===== config.mk =====
export PLATFORM = sky130hd
export DESIGN_NAME = eight_bit_cpu_alu_with_flags_flat
export DESIGN_NICKNAME = d
export VERILOG_FILES = /design/src/hw/rtl/ebca_pkg.sv /design/src/hw/rtl/ebca_if.sv /design/src/hw/rtl/ebca_in_stage.sv /design/src/hw/rtl/ebca_core.sv /design/src/hw/rtl/eight_bit_cpu_alu_with_flags.sv /design/src/flat_wrapper.sv
export SDC_FILE = /design/constraint.sdc
export NUM_CORES = 1
export LEC_CHECK = 0
export ABC_AREA = 1
export BUFFER_PORTS_ARGS = -buffer_cell sky130_fd_sc_hd__buf_2
export CAP_MARGIN = 20
export CELL_PAD_IN_SITES_DETAIL_PLACEMENT = 0
export CELL_PAD_IN_SITES_GLOBAL_PLACEMENT = 2
export CORE_MARGIN = 10
export CORE_UTILIZATION = 35
export DETAILED_ROUTE_END_ITERATION = 16
export GPL_TIMING_DRIVEN = 0
export PLACE_DENSITY_LB_ADDON = 0.1
export SLEW_MARGIN = 20
export SYNTH_ARGS = -nofsm -noshare
export SYNTH_HDL_FRONTEND = slang
export SYNTH_HIERARCHICAL = 1
export SYNTH_SLANG_ARGS = --single-unit

===== constraint.sdc =====
create_clock -name clk -period 5.36 [get_ports clk]
set_input_delay 1.608 -clock clk [delete_from_list [all_inputs] [get_ports clk]]
set_output_delay 1.608 -clock clk [all_outputs]
set_load 0.05 [all_outputs]

===== src/hw/rtl/ebca_pkg.sv =====
// Package with the operation codes, flag positions and item types of the ALU.
`timescale 1ns / 1ps
`default_nettype none

package ebca_pkg;

  localparam int KIND_W    = 5;
  localparam int BYTE_W    = 8;
  localparam int WORD_W    = 16;
  localparam int BIDX_W    = 3;
  localparam int FLAGS_W   = 4;

  // Flag positions inside the packed flag nibble.
  localparam int FLAG_Z = 3;
  localparam int FLAG_N = 2;
  localparam int FLAG_H = 1;
  localparam int FLAG_C = 0;

  typedef enum logic [KIND_W-1:0] {
    KIND_ADD   = 5'd0,
    KIND_ADC   = 5'd1,
    KIND_SUB   = 5'd2,
    KIND_SBC   = 5'd3,
    KIND_AND   = 5'd4,
    KIND_OR    = 5'd5,
    KIND_XOR   = 5'd6,
    KIND_CP    = 5'd7,
    KIND_INC8  = 5'd8,
    KIND_DEC8  = 5'd9,
    KIND_INC16 = 5'd10,
    KIND_DEC16 = 5'd11,
    KIND_ADDHL = 5'd12,
    KIND_ADDSP = 5'd13,
    KIND_RLC   = 5'd14,
    KIND_RL    = 5'd15,
    KIND_RRC   = 5'd16,
    KIND_RR    = 5'd17,
    KIND_SLA   = 5'd18,
    KIND_SRA   = 5'd19,
    KIND_SRL   = 5'd20,
    KIND_BIT   = 5'd21,
    KIND_SET   = 5'd22,
    KIND_RES   = 5'd23,
    KIND_SWAP  = 5'd24
  } kind_t;

  typedef logic [FLAGS_W-1:0] flags_t;

  typedef struct packed {
    logic [KIND_W-1:0] kind;
    logic [BYTE_W-1:0] accumulator;
    logic [WORD_W-1:0] operand;
    logic [WORD_W-1:0] wide_register;
    logic [BIDX_W-1:0] bit_index;
  } item_t;

  typedef struct packed {
    logic [WORD_W-1:0] result;
    flags_t            flags;
  } res_t;

endpackage

`default_nettype wire


===== src/hw/rtl/ebca_if.sv =====
// Valid/ready channel interfaces for the ALU operation and result streams.
`timescale 1ns / 1ps
`default_nettype none

interface ebca_in_if
  import ebca_pkg::*;
();
  logic              valid;
  logic              ready;
  logic [KIND_W-1:0] kind;
  logic [BYTE_W-1:0] accumulator;
  logic [WORD_W-1:0] operand;
  logic [WORD_W-1:0] wide_register;
  logic [BIDX_W-1:0] bit_index;

  modport source (output valid, kind, accumulator, operand, wide_register, bit_index,
                  input ready);
  modport sink   (input valid, kind, accumulator, operand, wide_register, bit_index,
                  output ready);
endinterface

interface ebca_out_if
  import ebca_pkg::*;
();
  logic               valid;
  logic               ready;
  logic [WORD_W-1:0]  result;
  logic [FLAGS_W-1:0] flags_out;

  modport source (output valid, result, flags_out, input ready);
  modport sink   (input valid, result, flags_out, output ready);
endinterface

`default_nettype wire


===== src/hw/rtl/ebca_in_stage.sv =====
// Input register stage that captures one operation per transfer.
`timescale 1ns / 1ps
`default_nettype none

module ebca_in_stage
  import ebca_pkg::*;
(
  input  wire logic  clk,
  input  wire logic  rst_n,
  ebca_in_if.sink    in_ch,
  input  wire logic  adv,
  output item_t      item,
  output logic       item_valid
);

  logic  valid_r;
  item_t item_r;
  logic  take;

  // The stage can take a new item when empty or when its item leaves this cycle.
  assign in_ch.ready = rst_n & (~valid_r | adv);
  assign take        = in_ch.valid & in_ch.ready;

  always_ff @(posedge clk) begin
    if (!rst_n) begin
      valid_r <= 1'b0;
    end else if (take) begin
      valid_r <= 1'b1;
    end else if (adv) begin
      valid_r <= 1'b0;
    end
  end

  always_ff @(posedge clk) begin
    if (take) begin
      item_r.kind          <= in_ch.kind;
      item_r.accumulator   <= in_ch.accumulator;
      item_r.operand       <= in_ch.operand;
      item_r.wide_register <= in_ch.wide_register;
      item_r.bit_index     <= in_ch.bit_index;
    end
  end

  assign item       = item_r;
  assign item_valid = valid_r;

endmodule

`default_nettype wire


===== src/hw/rtl/ebca_core.sv =====
// Combinational ALU datapath that computes the result and the new flags.
`timescale 1ns / 1ps
`default_nettype none

module ebca_core
  import ebca_pkg::*;
(
  input  wire item_t  item,
  input  wire flags_t flags_in,
  output res_t        res
);

  function automatic logic zf(input logic [BYTE_W-1:0] v);
    zf = (v == '0);
  endfunction

  logic [BYTE_W-1:0] a;
  logic [BYTE_W-1:0] b;
  logic [WORD_W-1:0] op;
  logic [WORD_W-1:0] wide;
  logic              cin;
  logic              t_add;
  logic              t_sub;
  logic [BYTE_W:0]   add9;
  logic [4:0]        addh5;
  logic [BYTE_W:0]   sub9;
  logic [4:0]        subh5;
  logic [BYTE_W-1:0] inc8;
  logic [BYTE_W-1:0] dec8;
  logic [WORD_W:0]   hl17;
  logic [12:0]       hlh13;
  logic [WORD_W-1:0] sp16;
  logic [4:0]        sph5;
  logic [BYTE_W:0]   spc9;
  logic [BYTE_W-1:0] bmask;
  logic [BYTE_W-1:0] r8;
  logic [WORD_W-1:0] r16;
  logic              use16;
  logic              fz, fn, fh, fc;

  assign a     = item.accumulator;
  assign op    = item.operand;
  assign b     = op[BYTE_W-1:0];
  assign wide  = item.wide_register;
  assign cin   = flags_in[FLAG_C];
  assign t_add = (item.kind == KIND_ADC) ? cin : 1'b0;
  assign t_sub = (item.kind == KIND_SBC) ? cin : 1'b0;

  assign add9  = {1'b0, a} + {1'b0, b} + {8'd0, t_add};
  assign addh5 = {1'b0, a[3:0]} + {1'b0, b[3:0]} + {4'd0, t_add};
  // A borrow shows as the sign bit of the widened difference.
  assign sub9  = {1'b0, a} - {1'b0, b} - {8'd0, t_sub};
  assign subh5 = {1'b0, a[3:0]} - {1'b0, b[3:0]} - {4'd0, t_sub};
  assign inc8  = b + 8'd1;
  assign dec8  = b - 8'd1;
  assign hl17  = {1'b0, wide} + {1'b0, op};
  assign hlh13 = {1'b0, wide[11:0]} + {1'b0, op[11:0]};
  assign sp16  = wide + {{8{b[7]}}, b};
  assign sph5  = {1'b0, wide[3:0]} + {1'b0, b[3:0]};
  assign spc9  = {1'b0, wide[7:0]} + {1'b0, b};
  assign bmask = 8'd1 << item.bit_index;

  always_comb begin
    r8    = '0;
    r16   = '0;
    use16 = 1'b0;
    fz    = flags_in[FLAG_Z];
    fn    = flags_in[FLAG_N];
    fh    = flags_in[FLAG_H];
    fc    = flags_in[FLAG_C];
    unique case (kind_t'(item.kind))
      KIND_ADD, KIND_ADC: begin
        r8 = add9[7:0];
        fz = zf(add9[7:0]); fn = 1'b0; fh = addh5[4]; fc = add9[8];
      end
      KIND_SUB, KIND_SBC, KIND_CP: begin
        r8 = (item.kind == KIND_CP) ? 8'd0 : sub9[7:0];
        fz = zf(sub9[7:0]); fn = 1'b1; fh = subh5[4]; fc = sub9[8];
      end
      KIND_AND: begin
        r8 = a & b;
        fz = zf(a & b); fn = 1'b0; fh = 1'b1; fc = 1'b0;
      end
      KIND_OR: begin
        r8 = a | b;
        fz = zf(a | b); fn = 1'b0; fh = 1'b0; fc = 1'b0;
      end
      KIND_XOR: begin
        r8 = a ^ b;
        fz = zf(a ^ b); fn = 1'b0; fh = 1'b0; fc = 1'b0;
      end
      KIND_INC8: begin
        r8 = inc8;
        fz = zf(inc8); fn = 1'b0; fh = (b[3:0] == 4'hF);
      end
      KIND_DEC8: begin
        r8 = dec8;
        fz = zf(dec8); fn = 1'b1; fh = (b[3:0] == 4'h0);
      end
      KIND_INC16: begin
        use16 = 1'b1; r16 = op + 16'd1;
      end
      KIND_DEC16: begin
        use16 = 1'b1; r16 = op - 16'd1;
      end
      KIND_ADDHL: begin
        use16 = 1'b1; r16 = hl17[15:0];
        fn = 1'b0; fh = hlh13[12]; fc = hl17[16];
      end
      KIND_ADDSP: begin
        use16 = 1'b1; r16 = sp16;
        fz = 1'b0; fn = 1'b0; fh = sph5[4]; fc = spc9[8];
      end
      KIND_RLC: begin
        r8 = {b[6:0], b[7]};
        fz = zf({b[6:0], b[7]}); fn = 1'b0; fh = 1'b0; fc = b[7];
      end
      KIND_RL: begin
        r8 = {b[6:0], cin};
        fz = zf({b[6:0], cin}); fn = 1'b0; fh = 1'b0; fc = b[7];
      end
      KIND_RRC: begin
        r8 = {b[0], b[7:1]};
        fz = zf({b[0], b[7:1]}); fn = 1'b0; fh = 1'b0; fc = b[0];
      end
      KIND_RR: begin
        r8 = {cin, b[7:1]};
        fz = zf({cin, b[7:1]}); fn = 1'b0; fh = 1'b0; fc = b[0];
      end
      KIND_SLA: begin
        r8 = {b[6:0], 1'b0};
        fz = zf({b[6:0], 1'b0}); fn = 1'b0; fh = 1'b0; fc = b[7];
      end
      KIND_SRA: begin
        r8 = {b[7], b[7:1]};
        fz = zf({b[7], b[7:1]}); fn = 1'b0; fh = 1'b0; fc = b[0];
      end
      KIND_SRL: begin
        r8 = {1'b0, b[7:1]};
        fz = zf({1'b0, b[7:1]}); fn = 1'b0; fh = 1'b0; fc = b[0];
      end
      KIND_BIT: begin
        fz = ~|(b & bmask); fn = 1'b0; fh = 1'b1;
      end
      KIND_SET: begin
        r8 = b | bmask;
      end
      KIND_RES: begin
        r8 = b & ~bmask;
      end
      KIND_SWAP: begin
        r8 = {b[3:0], b[7:4]};
        fz = zf(b); fn = 1'b0; fh = 1'b0; fc = 1'b0;
      end
      default: begin
        // Unused codes give a zero result and keep the flags.
      end
    endcase
  end

  assign res = {(use16 ? r16 : {8'd0, r8}), fz, fn, fh, fc};

endmodule

`default_nettype wire


===== src/hw/rtl/eight_bit_cpu_alu_with_flags.sv =====
// Top level of the 8-bit CPU ALU with its Z/N/H/C flag register.
`timescale 1ns / 1ps
`default_nettype none

// This block is the ALU of a small 8-bit CPU. Each transfer on in_ch carries an
// operation code, the accumulator, a 16-bit operand, a 16-bit register (HL or SP)
// and a bit index; each transfer on out_ch returns the 16-bit result and the new
// flags packed as Z in bit 3, N in bit 2, H in bit 1 and C in bit 0. The flag
// register is internal: adc, sbc, rl and rr take their carry from it, and
// operations that keep some flags copy them from it. Reset clears all flags.
// An operation is held in the input register, passes through the combinational
// datapath and lands in the output register, from which out_ch shows its
// result. The block takes one operation every cycle for as long as the result
// side keeps taking results. The flag register is written at the same edge
// that loads the output register, so back-to-back operations always see the
// flags of the one before them. A stalled result does not block the input
// register from filling, and in_ch.ready combines the state of both stages
// with out_ch.ready. Unused operation codes return zero and leave the flags
// as they were.
module eight_bit_cpu_alu_with_flags
  import ebca_pkg::*;
(
  input  wire logic  clk,
  input  wire logic  rst_n,
  ebca_in_if.sink    in_ch,
  ebca_out_if.source out_ch
);

  item_t  item;
  logic   item_valid;
  logic   adv;
  res_t   res;
  flags_t flags_r;
  res_t   out_res_r;
  logic   out_valid_r;

  // The held operation moves to the output register when that register is
  // empty or its result is being taken in this cycle.
  assign adv = item_valid & (~out_valid_r | out_ch.ready);

  ebca_in_stage u_in_stage (
    .clk        (clk),
    .rst_n      (rst_n),
    .in_ch      (in_ch),
    .adv        (adv),
    .item       (item),
    .item_valid (item_valid)
  );

  ebca_core u_core (
    .item     (item),
    .flags_in (flags_r),
    .res      (res)
  );

  // Control state: output valid and the architectural flags.
  always_ff @(posedge clk) begin
    if (!rst_n) begin
      out_valid_r <= 1'b0;
      flags_r     <= '0;
    end else begin
      if (adv) begin
        out_valid_r <= 1'b1;
        flags_r     <= res.flags;
      end else if (out_ch.ready) begin
        out_valid_r <= 1'b0;
      end
    end
  end

  // Result payload only changes when a new result is loaded.
  always_ff @(posedge clk) begin
    if (adv) begin
      out_res_r <= res;
    end
  end

  assign out_ch.valid     = out_valid_r;
  assign out_ch.result    = out_res_r.result;
  assign out_ch.flags_out = out_res_r.flags;

endmodule

`default_nettype wire


===== src/flat_wrapper.sv =====
// flat-port wrapper written by rule: the top's interface ports become plain ports
module eight_bit_cpu_alu_with_flags_flat import ebca_pkg::*;
  (clk, rst_n, in_ch_valid, in_ch_kind, in_ch_accumulator, in_ch_operand, in_ch_wide_register, in_ch_bit_index, in_ch_ready, out_ch_valid, out_ch_result, out_ch_flags_out, out_ch_ready);
  ebca_in_if in_ch_i ();
  ebca_out_if out_ch_i ();
  input  wire logic clk;
  input  wire logic rst_n;
  input wire logic [$bits(in_ch_i.valid)-1:0] in_ch_valid;
  input wire logic [$bits(in_ch_i.kind)-1:0] in_ch_kind;
  input wire logic [$bits(in_ch_i.accumulator)-1:0] in_ch_accumulator;
  input wire logic [$bits(in_ch_i.operand)-1:0] in_ch_operand;
  input wire logic [$bits(in_ch_i.wide_register)-1:0] in_ch_wide_register;
  input wire logic [$bits(in_ch_i.bit_index)-1:0] in_ch_bit_index;
  output wire logic [$bits(in_ch_i.ready)-1:0] in_ch_ready;
  output wire logic [$bits(out_ch_i.valid)-1:0] out_ch_valid;
  output wire logic [$bits(out_ch_i.result)-1:0] out_ch_result;
  output wire logic [$bits(out_ch_i.flags_out)-1:0] out_ch_flags_out;
  input wire logic [$bits(out_ch_i.ready)-1:0] out_ch_ready;
  assign in_ch_i.valid = in_ch_valid;
  assign in_ch_i.kind = in_ch_kind;
  assign in_ch_i.accumulator = in_ch_accumulator;
  assign in_ch_i.operand = in_ch_operand;
  assign in_ch_i.wide_register = in_ch_wide_register;
  assign in_ch_i.bit_index = in_ch_bit_index;
  assign in_ch_ready = in_ch_i.ready;
  assign out_ch_valid = out_ch_i.valid;
  assign out_ch_result = out_ch_i.result;
  assign out_ch_flags_out = out_ch_i.flags_out;
  assign out_ch_i.ready = out_ch_ready;
  eight_bit_cpu_alu_with_flags u_core (.clk(clk), .rst_n(rst_n), .in_ch(in_ch_i), .out_ch(out_ch_i));
endmodule

==> results.toml <==
[floorplan]
die_y_um = 164.2
ioPinCount = 74
start_util_pct = 35.73
fp-row-count = 52
die_x_um = 164.2
die-area_sq_mm = 0.02696
design.core.area_sq_mm = 0.02036

[global_routing]
grt_max_degree = 29
busiest_layer = "met2"
overflow = 0
grt_pass1_vias = 7191
use_met1_pct = 25.17
grtUsageMet2_pct = 35.23
grt_pass1_wl_um = 41660
grt_use_total_pct = 20.21
antenna_found_initial = 0
use_met3_pct = 2.553

[sta]
rsz0062_at_grt = "no"
tightest_slew_ps = 758.2
post-route-period-util_pct = 84.53
setup_viol = 0
skew_ps = 23.82
hold_violations = 0
drv_slew = 0
fin_setup_tns_ps = 0
fin_crit_ps = 4531
fmax_mhz = 220.7
slew_headroom_pct = 49.45

[placed_design]
dpl.hpwl_um = 22240
place_inst = 1366
place_congestion = 0.9670
portBuffers = 73

[route]
drtIter0Drc = 596
drc = 0
drtPass1Iterations = 5
wire_per_inst_um = 19.86
vias_per_cell = 5.324
finalWirelength_um = 27450
ant_nets = 0
vias = 7358

[critical_path]
cp_max_fo = 11
required_ps = 3750
start_kind = "input pin"
critical_path_buf_inv_count = 6
criticalPathCategory = "in -> out"
cp_slowest_cell = "a21oi_4"
cp.arrival_ps = 2920
crit_chain = "buf_2, inv_2, a21oi_4, buf_16, inv_1, nand2_2, nand2_2, inv_1, buf_2"
crit_path_end_kind = "output pin"
regToRegSetupSlack_ps = 870
cpLargestDelayFamily = "buffers and inverters"
critPathMaxStageDelay_ps = 470

[yosys]
synth_area_leaders = "edfxtp_1, ha_1, nand2_1"
avgSynthCellArea_sq_um = 7.127
synth_top_area_share_pct = 28.06
synth_ff_type = "edfxtp_1"
ys_seq_area_share_pct = 29.71
synth_warnings = 6
synth_top_area_cell = "edfxtp_1"
synth_nets = 1150
synthArstFlopShare_pct = 0
synth.most_common_cell = "nand2_1"
ys_seq_elements = 74
synthTopCellsByCount = "nand2_1, inv_1, nor2_1"
syn_inst = 1021
synthDistinctLibCells = 48
synth_area_sq_mm = 0.007277
synth_edf_count = 68

[finish]
utilization_pct = 41.01
syn2layout_area_growth_pct = 14.75
layout.nets = 1236
num_antenna_cells = 0
drive_gt1_share_pct = 12.77
stdcell_count = 1382

[clocking]
clk_pin_slew_ps = 60
cts_root_buffer = "clkbuf_16"
ctsHoldBuffers = 0
numCtsBuffers = 9
cts.sinks = 74
clk_latency_ps = 350
cts_tree = "done"
cts_buffer_depth = 2
htreeDepth = 3
post_cts_buffers = 0
cts_resized = 0

[power_and_ir_drop]
powerDensity_mw_per_mm2 = 215.3
vdd.ir_drop.worst_mv = 0.1413
leakagePower_nw = 3.900

[hold_path]
hold_class = "reg -> reg"

[status]
status = "finished clean"

[flow_run]
drv_cap = 0
[report_power, final]
part / switching (mW) / internal, mW
Combinational: 0.305 / 0.143
Clock: 0.288 / 0.369
Sequential: 0.0264 / 0.667
Total: 0.619 / 1.18
[through the flow]
stage | power (mW) | hold slack [ps] | cell area, sq um | setup WS [ps]
after global placement | 1.146 | 475.7 | 7980 | -1299
after floorplan | 1.003 | 451.9 | 7277 | 460.6
after global routing | 1.891 | 515.7 | 8351 | 513.1
final | 1.798 | 484.8 | 8351 | 828.9
after detailed placement | 1.150 | 476.4 | 8044 | 781.7
after CTS | 1.818 | 485.4 | 8351 | 781.7
[layer usage]
metal	share of wire (%)	vias up	routed length [um]
li1	-	3688	-
met1	44	3426	12010
met3	4.3	30	1184
met4	2.7	0	734
met2	49	214	13520
met5	0	-	0
[state kept, by name, indices dropped and copies added, names as in the netlist]
signal                        cells
u_core/flags_r                    4
u_core/out_ch.flags_out           4
u_core/out_ch.result             16
u_core/out_ch.valid               1
u_core/u_in_stage/item           48
u_core/u_in_stage/item_valid      1
[final cells by class]
cell class / count / area (sq um)
Tap cell: 270 / 337.8
Timing Repair Buffer: 75 / 412.9
Clock buffer: 9 / 225.2
Fill cell: 2210 / 12010
Sequential cell: 74 / 2162
Buffer: 17 / 96.34
Multi-Input combinational cell: 807 / 4573
Inverter: 123 / 461.7
Clock inverter: 7 / 81.33
[cell usage in the layout, fill, tap and decap left out, types with 6 or more instances in the layout]
cell type / netlist / routed
nand2_1: 234 / 234
inv_1: 112 / 112
nor2_1: 107 / 107
nand3_1: 95 / 95
buf_2: 8 / 81
a21oi_1: 73 / 72
ha_1: 71 / 71
edfxtp_1: 68 / 68
o21ai_0: 56 / 56
nand4_1: 39 / 39
or2_2: 12 / 12
xor2_1: 11 / 11
o211ai_1: 11 / 11
o22ai_1: 11 / 11
nor3_1: 10 / 10
clkbuf_16: 0 / 9
inv_2: 7 / 7
a21o_1: 7 / 7
buf_4: 6 / 6
dfxtp_1: 6 / 6
nor2_2: 7 / 6
nand3b_1: 6 / 6
o21bai_1: 6 / 6
fa_1: 6 / 6
[path summary, 6_finish.rpt]
kind	start	end	cells past startpoint
worst min-delay path	u_core/u_in_stage/item_valid	u_core/u_in_stage/item_valid	2
worst max-delay path	out_ch_ready	in_ch_ready	9
worst max register to register	u_core/u_in_stage/item[47]	u_core/flags_r[0]	24
worst min register to register	u_core/u_in_stage/item_valid	u_core/u_in_stage/item_valid	2
[worst min-delay path, stage by stage (launching register included)]
cell and delay, ps:
dfxtp_1 310, nand2_2 80, a21oi_1 50
[kinds of logic (layout without fill, tap and decap cells)]
logic type,count (synthesis),after routing,share of synthesized area [%]
xor+xnor,14,14,1.685
compound gates,194,194,15.46
fa+ha+maj,77,77,13.86
flops,74,74,29.71
simple gates,522,522,31.62
buf+inv,140,231,7.668
Note: power is estimated with default switching activity, not from simulation.
